===== config.mk =====
export PLATFORM = sky130hd
export DESIGN_NAME = ccw_sat_add
export DESIGN_NICKNAME = d
export VERILOG_FILES = /design/src/rtl/core/ccw_pkg.sv /design/src/rtl/core/ccw_sat_add.sv
export SDC_FILE = /design/constraint.sdc
export NUM_CORES = 1
export LEC_CHECK = 0
export BUFFER_PORTS_ARGS = -buffer_cell sky130_fd_sc_hd__buf_4
export CAP_MARGIN = 25
export CELL_PAD_IN_SITES_DETAIL_PLACEMENT = 0
export CELL_PAD_IN_SITES_GLOBAL_PLACEMENT = 1
export CORE_MARGIN = 2
export CORE_UTILIZATION = 35
export DETAILED_ROUTE_END_ITERATION = 10
export PLACE_DENSITY = 0.89
export SLEW_MARGIN = 20
export SYNTH_ARGS = -nofsm -noshare
export SYNTH_HDL_FRONTEND = slang
export SYNTH_SLANG_ARGS = --single-unit

===== constraint.sdc =====
create_clock -name vclk -period 8.9
set_input_delay 0.89 -clock vclk [all_inputs]
set_output_delay 0.89 -clock vclk [all_outputs]
set_load 0.005 [all_outputs]

===== src/rtl/core/ccw_pkg.sv =====
// Shared constants and types for the coin change way counter.
// Used by the saturating adder and the top level; no dependencies.
`default_nettype none

package ccw_pkg;

	localparam int OP_W      = 2;
	localparam int VALUE_W   = 10;
	localparam int STATUS_W  = 2;
	localparam int WAYS_W    = 32;
	localparam int ENTRY_W   = WAYS_W + 1;

	localparam int S_TDATA_W = 16;
	localparam int S_TUSER_W = OP_W;
	localparam int M_TDATA_W = WAYS_W;
	localparam int M_TUSER_W = STATUS_W + 1;

	localparam int MAX_COINS_DEF  = 16;
	localparam int MAX_AMOUNT_DEF = 1023;

	typedef logic [OP_W-1:0]     op_t;
	typedef logic [STATUS_W-1:0] status_t;
	typedef logic [ENTRY_W-1:0]  entry_t;

	localparam op_t OP_APPEND = 2'd0;
	localparam op_t OP_CLEAR  = 2'd1;
	localparam op_t OP_QUERY  = 2'd2;

	localparam status_t ST_OK        = 2'd0;
	localparam status_t ST_FULL      = 2'd1;
	localparam status_t ST_ZERO_COIN = 2'd2;
	localparam status_t ST_RANGE     = 2'd3;

endpackage

`default_nettype wire


===== src/rtl/core/ccw_sat_add.sv =====
// Shared saturating adder for ways table updates.
// Depends on ccw_pkg for the entry type; the sum clamps at 2^32.
`default_nettype none

module ccw_sat_add (
	input  wire ccw_pkg::entry_t a,
	input  wire ccw_pkg::entry_t b,
	output ccw_pkg::entry_t      sum
);

	import ccw_pkg::*;

	localparam logic [ENTRY_W:0] CAP = (ENTRY_W + 1)'(1) << WAYS_W;

	logic [ENTRY_W:0] raw;

	assign raw = {1'b0, a} + {1'b0, b};
	assign sum = (raw > CAP) ? CAP[ENTRY_W-1:0] : raw[ENTRY_W-1:0];

endmodule

`default_nettype wire


==> load_flow_metrics.sql <==
INSERT INTO impl_metrics (metric_group, metric, value, unit) VALUES
('setup_path', 'crit_path_top_delay_cell', 'sky130_fd_sc_hd__o41a_1', ''),
('setup_path', 'timing.critical_path.to_type', 'primary output', ''),
('final_layout', 'post_layout_cell_count', '503', ''),
('power_and_ir_drop', 'p_per_area', '87.4', 'nW/um2'),
('clocking', 'cts_resized', '0', ''),
('die', 'boundaryPins', '99', ''),
('power_and_ir_drop', 'power_leakage', '0.00142', 'uW'),
('logic_synthesis', 'synth_fp_nets', '444', ''),
('timing', 'finalWorstSetupSlack', '3310', 'ps'),
('placed_design', 'port_buffers', '99', ''),
('timing', 'timing_worst_slew_pin_value', '894', 'ps'),
('grt', 'grt_pass1_wl', '12400', 'um'),
('die', 'initial_utilization', '0.357', ''),
('die', 'die_x', '83.8', 'um'),
('logic_synthesis', 'ys_seq_area_frac', '0', ''),
('grt', 'grt_start_max_net_pins', '28', ''),
('grt', 'grt_usage', '0.201', ''),
('drt', 'wl', '7230', 'um'),
('timing', 'rsz0062_at_grt', 'false', ''),
('timing', 'finalHoldViolations', '0', ''),
('die', 'floorplan.die_area', '7020', 'um2'),
('timing', 'period_needed', '5590', 'ps'),
('grt', 'antenna_found_initial', '0', ''),
('setup_path', 'largest_fanout_on_the_critical_path', '21', ''),
('setup_path', 'crit_path_max_incr_delay', '750', 'ps'),
('timing', 'timing.fmax', '179', 'MHz'),
('die', 'die_height', '83.8', 'um'),
('drt', 'via_count', '2852', ''),
('setup_path', 'critPathRequiredTime', '8010', 'ps'),
('final_layout', 'clkbuf_count', '0', ''),
('final_layout', 'multi_input_area', '2150', 'um2'),
('logic_synthesis', 'yosys.area.top_type', 'sky130_fd_sc_hd__ha_1', ''),
('logic_synthesis', 'synthDominantCellAreaShare', '0.185', ''),
('final_layout', 'final_common_cell', 'sky130_fd_sc_hd__buf_4', ''),
('timing', 'final-max-slew-violation-count', '0', ''),
('drt', 'post_drt_via_cell_ratio', '5.67', ''),
('final_layout', 'fillers', '700', ''),
('final_layout', 'final_nets', '528', ''),
('placed_design', 'gp_congestion', '0.915', ''),
('timing', 'post-route-period-util', '0.629', ''),
('die', 'floorplan.rows', '29', ''),
('timing', 'timing.hold.ws', '2240', 'ps'),
('drt', 'drt-initial-drc-count', '138', ''),
('setup_path', 'crit_path_start_kind', 'primary input', ''),
('setup_path', 'worstPathCellList', 'buf_4 > ha_1 > fa_1 > a211oi_1 > nor4_1 > or3_1 > xor2_1 > nor4_1 > nand4_1 > nor4_1 > nand4_1 > o41a_1 > nor4b_1 > buf_4', ''),
('logic_synthesis', 'postSynthCellCount', '344', ''),
('logic_synthesis', 'ys.warnings.count', '0', ''),
('clocking', 'setup_fix_buffers_added_after_clock_tree_synthesis', '0', ''),
('setup_path', 'worst_ep_arrival_time', '4700', 'ps'),
('grt', 'grt_overflow_total', '0', ''),
('final_layout', 'seq_area', '0', 'um2'),
('final_layout', 'sequential_cell_total', '0', ''),
('logic_synthesis', 'syn-cell-area', '2230', 'um2'),
('power_and_ir_drop', 'ir_worst_vdd', '41.3', 'uV'),
('logic_synthesis', 'yosysUniqueCellTypes', '53', ''),
('final_layout', 'post_route_cells_drive_above_1_share', '0.261', ''),
('drt', 'post-route-drc-count', '0', ''),
('placed_design', 'place.detailed.instances', '503', ''),
('final_layout', 'layout_common_cells', 'sky130_fd_sc_hd__buf_4 (100), sky130_fd_sc_hd__nand2_1 (47), sky130_fd_sc_hd__nor2_1 (41)', ''),
('timing', 'finalSetupTns', '0', 'ps'),
('logic_synthesis', 'postSynthAreaPerCell', '6.48', 'um2'),
('grt', 'first_global_vias', '2731', ''),
('die', 'floorplan.core_area', '6240', 'um2'),
('setup_path', 'crit_path_top_cell_by_count', 'sky130_fd_sc_hd__nor4_1', ''),
('timing', 'timing.slew.headroom', '0.404', ''),
('drt', 'final_antenna_net_count', '0', ''),
('placed_design', 'pre_cts_slack', '3310', 'ps'),
('final_layout', 'area_growth', '34.7', '%'),
('clocking', 'cts_hold_buffers', '0', ''),
('timing', 'timing.final.setup_violations', '0', ''),
('job', 'count_of_max_cap_constraint_violations', '0', ''),
('placed_design', 'place.detailed.hpwl', '6120', 'um'),
('logic_synthesis', 'synth_top_cells_by_area', 'sky130_fd_sc_hd__ha_1 (19%), sky130_fd_sc_hd__a21oi_1 (8.8%), sky130_fd_sc_hd__nand2_1 (7.9%), sky130_fd_sc_hd__nor2_1 (6.9%), sky130_fd_sc_hd__xnor2_1 (6.3%)', ''),
('drt', 'drt_first_pass_iters', '4', ''),
('run_status', 'run_status', 'finished clean', ''),
('drt', 'wl_per_cell', '14.4', 'um'),
('setup_path', 'worstSetupPathType', 'primary input to primary output', ''),
('final_layout', 'num_antenna_cells', '0', ''),
('min_path', 'path_type_of_the_worst_min_delay_path', 'primary input to primary output', ''),
('power_and_ir_drop', 'power.total', '262', 'uW');
==> stage by stage <==
stage,util,instance area (um2)
after global routing,0.481,3000
after detailed placement,0.481,3000
after global placement,0.481,3000
after CTS,0.481,3000
after floorplan,-,2230
final,0.481,3000
==> per-layer routing <==
| metal | vias up | GRT usage | share of wire |
|---|---|---|---|
| li1 | 1443 | - | - |
| met1 | 1301 | 0.278 | 0.46 |
| met2 | 104 | 0.359 | 0.48 |
| met3 | 4 | 0.00989 | 0.056 |
| met4 | 0 | 0.0161 | 0.0051 |
| met5 | - | 0 | 0 |
==> Yosys cell counts, drive strengths merged (2+ instances only) <==
| cell type | count |
|---|---|
| o21bai | 3 |
| buf | 3 |
| o21ai | 23 |
| o21a | 6 |
| nor3 | 8 |
| and3 | 8 |
| nand4 | 12 |
| xor2 | 11 |
| or4 | 2 |
| a221oi | 2 |
| or3 | 3 |
| and2 | 5 |
| a21boi | 3 |
| nor4 | 4 |
| o31ai | 2 |
| a211oi | 2 |
| inv | 2 |
| nand2b | 3 |
| ha | 33 |
| nand3b | 2 |
| clkbuf | 15 |
| o211ai | 3 |
| nor3b | 4 |
| a21o | 11 |
| a21oi | 40 |
| nand3 | 7 |
| nand2 | 47 |
| o32ai | 2 |
| nor2 | 41 |
| xnor2 | 16 |
| a31oi | 4 |
| a311oi | 2 |
==> cell families (layout without fill, tap and decap cells) <==
family,count (synthesis),after routing,synth area share
simple gates,150,150,0.328
fa+ha+maj,34,34,0.194
compound gates,112,112,0.330
xor+xnor,27,27,0.106
mux,1,1,0.00505
buf+inv,20,102,0.0365
==> worst max-delay path, delay by kind of cell <==
family                   cells  cell delay [ps]
AND/OR/NAND/NOR              7             1630
AO/OA/AOI/OAI                2             1090
adder cells (fa/ha/maj)      2              640
buffers and inverters        2              280
XOR/XNOR                     1              170
==> path summary, 6_finish.rpt <==
check	from	to	slack [ps]	cells past startpoint
worst max-delay path	a[0]	sum[15]	3310	14
worst min-delay path	b[0]	sum[0]	2240	5
==> cell type report <==
type,count,share of cell area
timing repair buffer,100,0.250
tap,77,0.0321
multi-input combinational,324,0.715
inverter,2,0.00250
==> power breakdown <==
group | total, uW | switching (uW) | internal, uW
registers | 0 | 0 | 0
logic | 262 | 141 | 121
clock network | 0 | 0 | 0
total | 262 | 141 | 121
Note: power is estimated with default switching activity, not from simulation.
