$ cat config.mk
export PLATFORM = sky130hd
export DESIGN_NAME = ccw_ram
export DESIGN_NICKNAME = d
export VERILOG_FILES = /design/src/rtl/core/ccw_ram.sv
export SDC_FILE = /design/constraint.sdc
export NUM_CORES = 1
export LEC_CHECK = 0
export BUFFER_PORTS_ARGS = -buffer_cell sky130_fd_sc_hd__buf_2
export CAP_MARGIN = 40
export CORE_MARGIN = 2
export CORE_UTILIZATION = 53
export DETAILED_ROUTE_END_ITERATION = 7
export PLACE_DENSITY = 0.81
export REMOVE_ABC_BUFFERS = 1
export SLEW_MARGIN = 20
export SYNTH_ARGS = -nofsm -noshare
export SYNTH_HDL_FRONTEND = slang
export SYNTH_SLANG_ARGS = --single-unit
$ cat constraint.sdc
create_clock -name clk -period 4.14 [get_ports clk]
set_input_delay 0.828 -clock clk [delete_from_list [all_inputs] [get_ports clk]]
set_output_delay 0.828 -clock clk [all_outputs]
set_load 0.1 [all_outputs]
$ cat src/rtl/core/ccw_ram.sv
// Generic single-write, single-read RAM with a registered read port.
// No dependencies; holds the coin store and the copies of the ways table.
`default_nettype none

module ccw_ram #(
	parameter int WIDTH = 8,
	parameter int DEPTH = 16,
	localparam int ADDR_W = (DEPTH > 1) ? $clog2(DEPTH) : 1
) (
	input  wire logic              clk,
	input  wire logic              we,
	input  wire logic [ADDR_W-1:0] waddr,
	input  wire logic [WIDTH-1:0]  wdata,
	input  wire logic [ADDR_W-1:0] raddr,
	output logic      [WIDTH-1:0]  rdata
);

	logic [WIDTH-1:0] mem_q [DEPTH];

	always_ff @(posedge clk) begin
		if (we) begin
			mem_q[waddr] <= wdata;
		end
		rdata <= mem_q[raddr];
	end

endmodule

`default_nettype wire

==> results.sh, run 1 <==
export IMPL_antenna_found_initial=0
export IMPL_ioPinCount=26
export IMPL_grt_usage=0.207
export IMPL_cts_root_buf="clkbuf_8"
export IMPL_outcome="finished clean"
export IMPL_grt_max_degree=33
export IMPL_wl_met2_um=4980
export IMPL_area_growth_pct=18.3
export IMPL_rsz0062_at_grt="no"
export IMPL_worst_pin_slew_ps=807
export IMPL_layoutNonFillerInstCount=419
export IMPL_cts_tree="yes"
export IMPL_crit_path_start_kind="flip-flop"
export IMPL_critPathSlowestCell="buf_2"
export IMPL_dieArea_um2=10500
export IMPL_yosysTopAreaCellShare=0.747
export IMPL_drt_pass1_iterations=6
export IMPL_postCtsSetupBuffers=0
export IMPL_synth_common_cells="edfxtp_1, mux4_2, a22oi_1"
export IMPL_routedWlPerCell_um=23.9
export IMPL_synth_warnings=0
export IMPL_num_rows=35
export IMPL_setup_viol=0
export IMPL_vias_per_cell=6.01
export IMPL_required_ps=3310
export IMPL_first_iter_violations=237
export IMPL_slowest_delay_ps=440
export IMPL_grt_pass1_vias=2503
export IMPL_antennaDiodeCount=0
export IMPL_grt_overflow=0
export IMPL_io_buffer_count=25
export IMPL_period_share=0.521
export IMPL_synthTopCellsByArea="edfxtp_1, mux4_2, mux4_1"
export IMPL_path_class="flip-flop to primary output"
export IMPL_ys_seq_area_frac=0.778
export IMPL_vdd_drop_max_mv=0.254
export IMPL_route_detailed_drc=0
export IMPL_critPathMaxFanout=1
export IMPL_start_util=0.552
export IMPL_vias=2517
export IMPL_synth_cell_type_count=19
export IMPL_min_period_ps=2160
export IMPL_die_x_um=103
export IMPL_synthCells=229
export IMPL_met3_length_um=741
export IMPL_synth_flop_cell="edfxtp_1"
export IMPL_hold_viol_final=0
export IMPL_postRouteAntennaNets=0
export IMPL_synthArstFlopShare=0
export IMPL_path_buf_inv=1
export IMPL_p_leak_nw=2.06
export IMPL_fin_tns_setup_ps=0
export IMPL_max_slew_margin_rel=0.461
export IMPL_clock_skew_final_ps=5.87
export IMPL_worstSetupEndpointType="primary output"
export IMPL_routabilityCongestion=0.737
export IMPL_hpwl_um=6040
export IMPL_place_worst_setup_slack_ps=1560
export IMPL_path_cells="buf_2"
export IMPL_fmax_ghz=0.464
export IMPL_post_cts_resized=0
export IMPL_core_um2=9330
export IMPL_grt_pass1_wl_um=14800
export IMPL_ys_ff_latch=136
export IMPL_cts_num_sinks=136
export IMPL_clock_tree_buffer_depth=2
export IMPL_insertion_delay_ps=520
export IMPL_final_max_slew_viol_count=0
export IMPL_fin_ws_ps=1980
export IMPL_path_delay_family="buffers and inverters"
export IMPL_wl_met1_um=4140
export IMPL_nNetsFinal=295
export IMPL_dp_cells=383
export IMPL_synth_edf_count=128
export IMPL_synth_area_um2=5150
export IMPL_clk_pin_slew_ps=60
export IMPL_h_tree_depth=4
export IMPL_max_cap_viol_count=0
export IMPL_synth_most_common_cell="edfxtp_1"
export IMPL_drive_gt1_frac=0.297
export IMPL_synth_largest_area_cell="edfxtp_1"
export IMPL_dr_max_layer_used="met4"
export IMPL_cts_hold_buf=0
export IMPL_min_path_type="flip-flop to flip-flop"
export IMPL_p_per_area_nw_per_um2=546
export IMPL_cts_buffers_inserted=17
export IMPL_crit_arrival_ps=1330
export IMPL_avgSynthCellArea_um2=22.5
export IMPL_die_h_um=103
export IMPL_totalWireLength_um=10000
==> metal layers <==
layer / vias up / GRT usage
li1: 1077 / -
met1: 1291 / 0.286
met4: 0 / 0.0841
met5: - / 0
met2: 131 / 0.327
met3: 18 / 0.0441
==> layout make-up <==
| cell class | count | area [µm²] |
|---|---|---|
| fillers | 579 | 3240 |
| multi-input cells | 83 | 1060 |
| repair buffers | 39 | 240 |
| clock buffers | 20 | 425 |
| flip-flops and latches | 136 | 4000 |
| clock inverters | 12 | 201 |
| well taps | 129 | 161 |
==> cells by family after synthesis <==
logic type	Yosys count	synth area share
compound gates	16	0.0233
buf+inv	10	0.0168
simple gates	35	0.0318
flops	136	0.778
mux	32	0.150
==> tightest hold or removal path: stages (launching register included) <==
cell and delay (ps):
edfxtp_1 310, mux4_2 220, a22oi_1 50, nand2_1 50
==> sequential cells by signal, indices dropped and copies added (netlist names) <==
name,flops
mem_q,128
rdata,8
==> placed cells by master (no fill, tap or decap), drive strengths merged <==
cell type | Yosys | routed
a22oi | 16 | 16
and2 | 1 | 1
and2b | 1 | 1
buf | 7 | 38
bufinv | 0 | 5
clkbuf | 0 | 21
clkinv | 0 | 3
clkinvlp | 0 | 4
dfxtp | 8 | 8
edfxtp | 128 | 128
mux4 | 32 | 32
nand2 | 9 | 9
nand2b | 2 | 2
nand3 | 1 | 1
nand3b | 2 | 2
nor2 | 13 | 13
nor2b | 1 | 1
nor3 | 4 | 4
or3b | 1 | 1
==> through the flow <==
stage / util / area [µm²] / power [W] / hold slack, ps
global placement: 0.577 / 5380 / 0.00177 / 648
global route: 0.653 / 6090 / 0.00341 / 696
detailed placement: 0.583 / 5440 / 0.00178 / 657
floorplan: - / 5060 / 0.00170 / 629
CTS: 0.650 / 6060 / 0.00334 / 677
finish: 0.653 / 6090 / 0.00333 / 667
==> power by group <==
part / total, W / internal (W) / switching, W
Clock: 0.00157 / 0.00104 / 0.000533
Combinational: 0.000204 / 0.0000589 / 0.000145
Sequential: 0.00155 / 0.00154 / 0.0000109
==> final timing paths <==
check / from / endpoint / slack [ps] / cells after the start
max: rdata[7] / rdata[7] / 1980 / 1
min: mem_q[14][2] / rdata[2] / 670 / 3
max reg2reg: mem_q[5][0] / rdata[0] / 2760 / 3
min reg2reg: mem_q[14][2] / rdata[2] / 670 / 3
Note: power is estimated with default switching activity, not from simulation.
==> inputs of run 2 (changes only) <==
Settings changed: ABC_AREA set to 1, PLACE_DENSITY 0.81 to 0.83.
Clock period 4.14 ns to 1.7 ns, I/O delays scaled along.
==> run 2 against run 1 <==
Die area is 12% higher; via count grew 60%; global-route usage grew 3.8 points; combinational power rose to 3.1 times the previous value; critical path type unchanged; largest cell class unchanged.
==> results.sh, run 2 <==
export IMPL_synthTopCellsByArea="edfxtp_1, nand2_1, nand3_1"
export IMPL_postCtsSetupBuffers=0
export IMPL_cts_tree="yes"
export IMPL_multi_input_area_um2=1210
export IMPL_final_cell_mix="nand2_1, edfxtp_1, inv_1, nand3_1, buf_2"
export IMPL_required_ps=1360
export IMPL_vias_per_cell=5.38
export IMPL_ys_ff_latch=136
export IMPL_grt_overflow=0
export IMPL_synth_flop_cell="edfxtp_1"
export IMPL_post_cts_resized=0
export IMPL_outcome="finished clean"
export IMPL_synth_largest_area_cell="edfxtp_1"
export IMPL_dieArea_um2=11700
export IMPL_fillerInstances=802
export IMPL_hold_start="raddr[3]"
export IMPL_synth_most_common_cell="nand2_1"
export IMPL_clk_pin_slew_ps=60
export IMPL_start_util=0.537
export IMPL_grt_pass1_vias=3869
export IMPL_grt_pass1_wl_um=20700
export IMPL_synthCells=551
export IMPL_worstSetupEndpointType="primary output"
export IMPL_path_cells="buf_2"
export IMPL_io_buffer_count=25
export IMPL_synth_area_um2=5770
export IMPL_top_register="mem_q"
export IMPL_die_x_um=108
export IMPL_p_leak_nw=2.94
export IMPL_ioPinCount=26
export IMPL_synth_cell_type_count=12
export IMPL_vdd_drop_max_mv=0.757
export IMPL_path_delay_family="buffers and inverters"
export IMPL_grt_usage=0.244
export IMPL_crit_cells=1
export IMPL_routedWlPerCell_um=18.0
export IMPL_synth_common_cells="nand2_1, edfxtp_1, inv_1"
export IMPL_worst_pin_slew_ps=490
export IMPL_final_max_slew_viol_count=0
export IMPL_setup_viol=0
export IMPL_route_detailed_drc=0
export IMPL_critPathMaxFanout=1
export IMPL_cts_hold_buf=0
export IMPL_clock_tree_buffer_depth=2
export IMPL_ys_seq_area_frac=0.694
export IMPL_area_growth_pct=16.6
export IMPL_hpwl_um=7790
export IMPL_rsz0062_at_grt="no"
export IMPL_fmax_ghz=0.614
export IMPL_antennaDiodeCount=0
export IMPL_drive_gt1_frac=0.135
export IMPL_clock_skew_final_ps=7.27
export IMPL_totalWireLength_um=13500
export IMPL_postRouteAntennaNets=0
export IMPL_slowest_delay_ps=430
export IMPL_yosysTopAreaCellShare=0.667
export IMPL_cts_num_sinks=136
export IMPL_fin_util=0.626
export IMPL_synth_edf_count=128
export IMPL_drt_pass1_iterations=5
export IMPL_num_rows=38
export IMPL_path_class="flip-flop to primary output"
export IMPL_max_slew_margin_rel=0.673
export IMPL_p_per_area_nw_per_um2=1220
export IMPL_fin_tns_setup_ps=0
export IMPL_cts_buffers_inserted=17
export IMPL_antenna_found_initial=0
export IMPL_avgSynthCellArea_um2=10.5
export IMPL_final_common_cell="nand2_1"
export IMPL_period_share=0.959
export IMPL_synthArstFlopShare=0
export IMPL_cts_root_buf="clkbuf_8"
export IMPL_cp_startpoint="rdata[5]"
export IMPL_hold_viol_final=0
export IMPL_reg_largest_list="mem_q x128, rdata x8"
export IMPL_crit_path_start_kind="flip-flop"
export IMPL_largest_register_ffs=128
export IMPL_die_h_um=108
export IMPL_insertion_delay_ps=520
export IMPL_routabilityCongestion=0.893
export IMPL_critPathSlowestCell="buf_2"
export IMPL_core_um2=10700
export IMPL_max_cap_viol_count=0
export IMPL_min_path_type="input pin to flip-flop"
export IMPL_h_tree_depth=4
export IMPL_min_period_ps=1630
export IMPL_reg2reg_from="mem_q[13][0]"
export IMPL_ff_latch_area_um2=4000
export IMPL_first_iter_violations=525
export IMPL_crit_arrival_ps=1290
export IMPL_synth_warnings=0
export IMPL_nNetsFinal=613
export IMPL_vias=4025
export IMPL_path_buf_inv=1
export IMPL_worstRegToRegCells=6
export IMPL_hold_depth=3
export IMPL_grt_max_degree=65
-- run 2: cell count changes after synthesis, sizes merged, moves of 16 or more --
cell   change
nand3     +96
nand2    +164
a22oi     -16
buf       +17
inv      +102
mux4      -32
-- run 2: metal layers --
layer / share of wire / up-vias / track usage / wire length, µm
li1: - / 1858 / - / -
met1: 0.39 / 1852 / 0.337 / 5200
met2: 0.47 / 280 / 0.371 / 6350
met3: 0.12 / 35 / 0.0675 / 1580
met4: 0.026 / 0 / 0.0998 / 351
met5: 0 / - / 0 / 0
-- run 2: cell type report --
class	instances	share of cell area
tap	140	0.0261
timing repair buffer	49	0.0491
inverter	102	0.0570
sequential	136	0.596
clock inverter	14	0.0296
multi-input combinational	289	0.181
clock buffer	18	0.0622
-- run 2: final timing paths --
path / slack (ps) / end
setup / recovery: 70 / rdata[5]
hold / removal: 200 / rdata[6]
setup reg to reg: 600 / rdata[0]
hold reg to reg: 680 / rdata[6]
-- run 2: cell families after synthesis --
kind of cell,Yosys count,share of synthesized area
AND/OR/NAND/NOR,289,0.210
flip-flops,136,0.694
buffers and inverters,126,0.0952
-- run 2: power by group --
part / total, W / switching [W] / internal (W)
clock: 0.00379 / 0.00139 / 0.00239
combinational: 0.000631 / 0.000490 / 0.000142
sequential: 0.00377 / 0.0000241 / 0.00375
total: 0.00819 / 0.00190 / 0.00628
-- run 2: per-stage QoR --
stage                     cell area (µm²)  std cells  hold WS, ps  setup slack (ps)  power, W
after floorplan                      5600        527          439               380   0.00420
after global placement               6110        716          645               203   0.00443
after detailed placement             6110        716          660               146   0.00446
after CTS                            6720        748          162              36.5   0.00822
after global routing                 6720        748          184              15.0   0.00840
final                                6720        748          203              70.1   0.00819
-- run 2: worst reg2reg max path: cells and delay by family (launching register included) --
kind,cells,cell delay (ps)
buffers and inverters,1,60
and+or+nand+nor,5,550
DFF,1,380
==> inputs of run 3 (changes only) <==
Settings changed: ABC_AREA 1 to unset, SKIP_LAST_GASP set to 1.
==> run 3 against run 2 <==
Maximum frequency shrank 1.3%; sequential power is essentially flat; setup slack lost 21 ps; critical path depth is the same; cell count shrank 42%; largest power group is now registers.
==> results.sh, run 3 (same netlist as run 1, synthesis figures left out) <==
export IMPL_worstSetupEndpointType="primary output"
export IMPL_top_register="mem_q"
export IMPL_postCtsSetupBuffers=0
export IMPL_critPathMaxFanout=1
export IMPL_route_detailed_drc=0
export IMPL_antenna_found_initial=0
export IMPL_max_cap_viol_count=0
export IMPL_period_share=0.971
export IMPL_intPower_w=0.00600
export IMPL_min_period_ps=1650
export IMPL_start_util=0.552
export IMPL_path_cells="buf_2"
export IMPL_required_ps=1360
export IMPL_die_h_um=103
export IMPL_comb_power_share=0.067
export IMPL_reg_largest_list="mem_q x128, rdata x8"
export IMPL_p_leak_nw=2.14
export IMPL_p_seq_frac=0.487
export IMPL_p_sw_frac=0.227
export IMPL_postRouteAntennaNets=0
export IMPL_hold_ws_ps=195
export IMPL_dieArea_um2=10500
export IMPL_first_iter_violations=179
export IMPL_drt_pass1_iterations=4
export IMPL_min_path_type="input pin to flip-flop"
export IMPL_dp_cells=405
export IMPL_crit_path_start_kind="flip-flop"
export IMPL_power_frac_clock=0.446
export IMPL_crit_arrival_ps=1310
export IMPL_final_cell_mix="edfxtp_1, buf_4, buf_2, mux4_2"
export IMPL_clock_skew_final_ps=7.03
export IMPL_antennaDiodeCount=0
export IMPL_path_delay_family="buffers and inverters"
export IMPL_critPathSlowestCell="buf_2"
export IMPL_cts_tree="yes"
export IMPL_final_max_slew_viol_count=0
export IMPL_vias_per_cell=5.80
export IMPL_grt_overflow=0
export IMPL_drive_gt1_frac=0.347
export IMPL_core_um2=9330
export IMPL_fillerInstances=578
export IMPL_clk_pin_slew_ps=60
export IMPL_path_class="flip-flop to primary output"
export IMPL_cts_num_sinks=136
export IMPL_insertion_delay_ps=520
export IMPL_grt_max_degree=33
export IMPL_grt_usage=0.220
export IMPL_vias=2534
export IMPL_num_rows=35
export IMPL_cts_buffers_inserted=17
export IMPL_max_slew_margin_rel=0.675
export IMPL_h_tree_depth=4
export IMPL_grt_pass1_vias=2691
export IMPL_layoutNonFillerInstCount=437
export IMPL_worst_pin_slew_ps=491
export IMPL_outcome="finished clean"
export IMPL_rsz0062_at_grt="no"
export IMPL_io_buffer_count=25
export IMPL_final_common_cell="edfxtp_1"
export IMPL_nNetsFinal=313
export IMPL_hpwl_um=6280
export IMPL_fmax_ghz=0.606
export IMPL_path_buf_inv=1
export IMPL_grt_pass1_wl_um=15600
export IMPL_routabilityCongestion=0.827
export IMPL_routedWlPerCell_um=23.6
export IMPL_largest_register_ffs=128
export IMPL_totalWireLength_um=10300
export IMPL_slowest_delay_ps=440
export IMPL_hold_viol_final=0
export IMPL_ioPinCount=26
export IMPL_cts_root_buf="clkbuf_8"
export IMPL_die_x_um=103
export IMPL_fin_total_pwr_w=0.00776
export IMPL_area_growth_pct=20.2
export IMPL_vdd_drop_max_mv=0.926
export IMPL_setup_viol=0
export IMPL_p_per_area_nw_per_um2=1250
export IMPL_netSwitchingPower_w=0.00176
export IMPL_clock_tree_buffer_depth=2
[run 3: cell count changes in the layout (fill, tap and decap cells not counted), sizes merged, moves of 7 or more]
cell / before / now
nand2: 173 / 9
inv: 105 / 1
nand3: 97 / 1
a22oi: 0 / 16
mux4: 0 / 32
buf: 49 / 56
[run 3: path summary, 6_finish.rpt]
check / start / endpoint / slack (ps) / cells after the start
max: rdata[3] / rdata[3] / 50 / 1
min: wdata[3] / mem_q[14][3] / 200 / 1
min reg2reg: mem_q[14][4] / rdata[4] / 680 / 3
max reg2reg: mem_q[0][7] / rdata[7] / 270 / 3
[run 3: per-layer routing]
metal  up-vias  wire, µm  track usage
met2       108      5280        0.357
met3        20       842       0.0692
met4         0       272       0.0954
met5         -         0            0
li1       1107         -            -
met1      1299      3910        0.278
[run 3: power by group through the flow]
stage	registers, W	logic [W]	clock network [W]
2_1_floorplan	0.00400	0.000150	0
3_3_place_gp	0.00384	0.000502	0
3_5_place_dp	0.00385	0.000517	0
4_1_cts	0.00378	0.000526	0.00351
5_1_grt	0.00378	0.000551	0.00365
6_report	0.00378	0.000524	0.00346
[run 3: layout make-up]
class	count	area [µm²]	area share
tap	129	161	0.0261
clock buffer	18	418	0.0675
clock inverter	14	151	0.0245
multi-input combinational	83	1060	0.171
sequential	136	4000	0.647
timing repair buffer	57	395	0.0639
[run 3: timing repair]
item,in CTS,in global routing
resized for setup,1,1
endpoints found under the setup margin,1,1
hold buffers,0,0
[run 3: through the flow]
step / setup slack, ps / TNS, ps / util / instance area (µm²)
after floorplan: -133 / -1060 / - / 5060
after global placement: -45.7 / -315 / 0.602 / 5610
after detailed placement: -42.2 / -388 / 0.602 / 5610
after CTS: 0.635 / 0 / 0.663 / 6180
after global routing: 20.4 / 0 / 0.663 / 6190
final: 49.1 / 0 / 0.663 / 6190
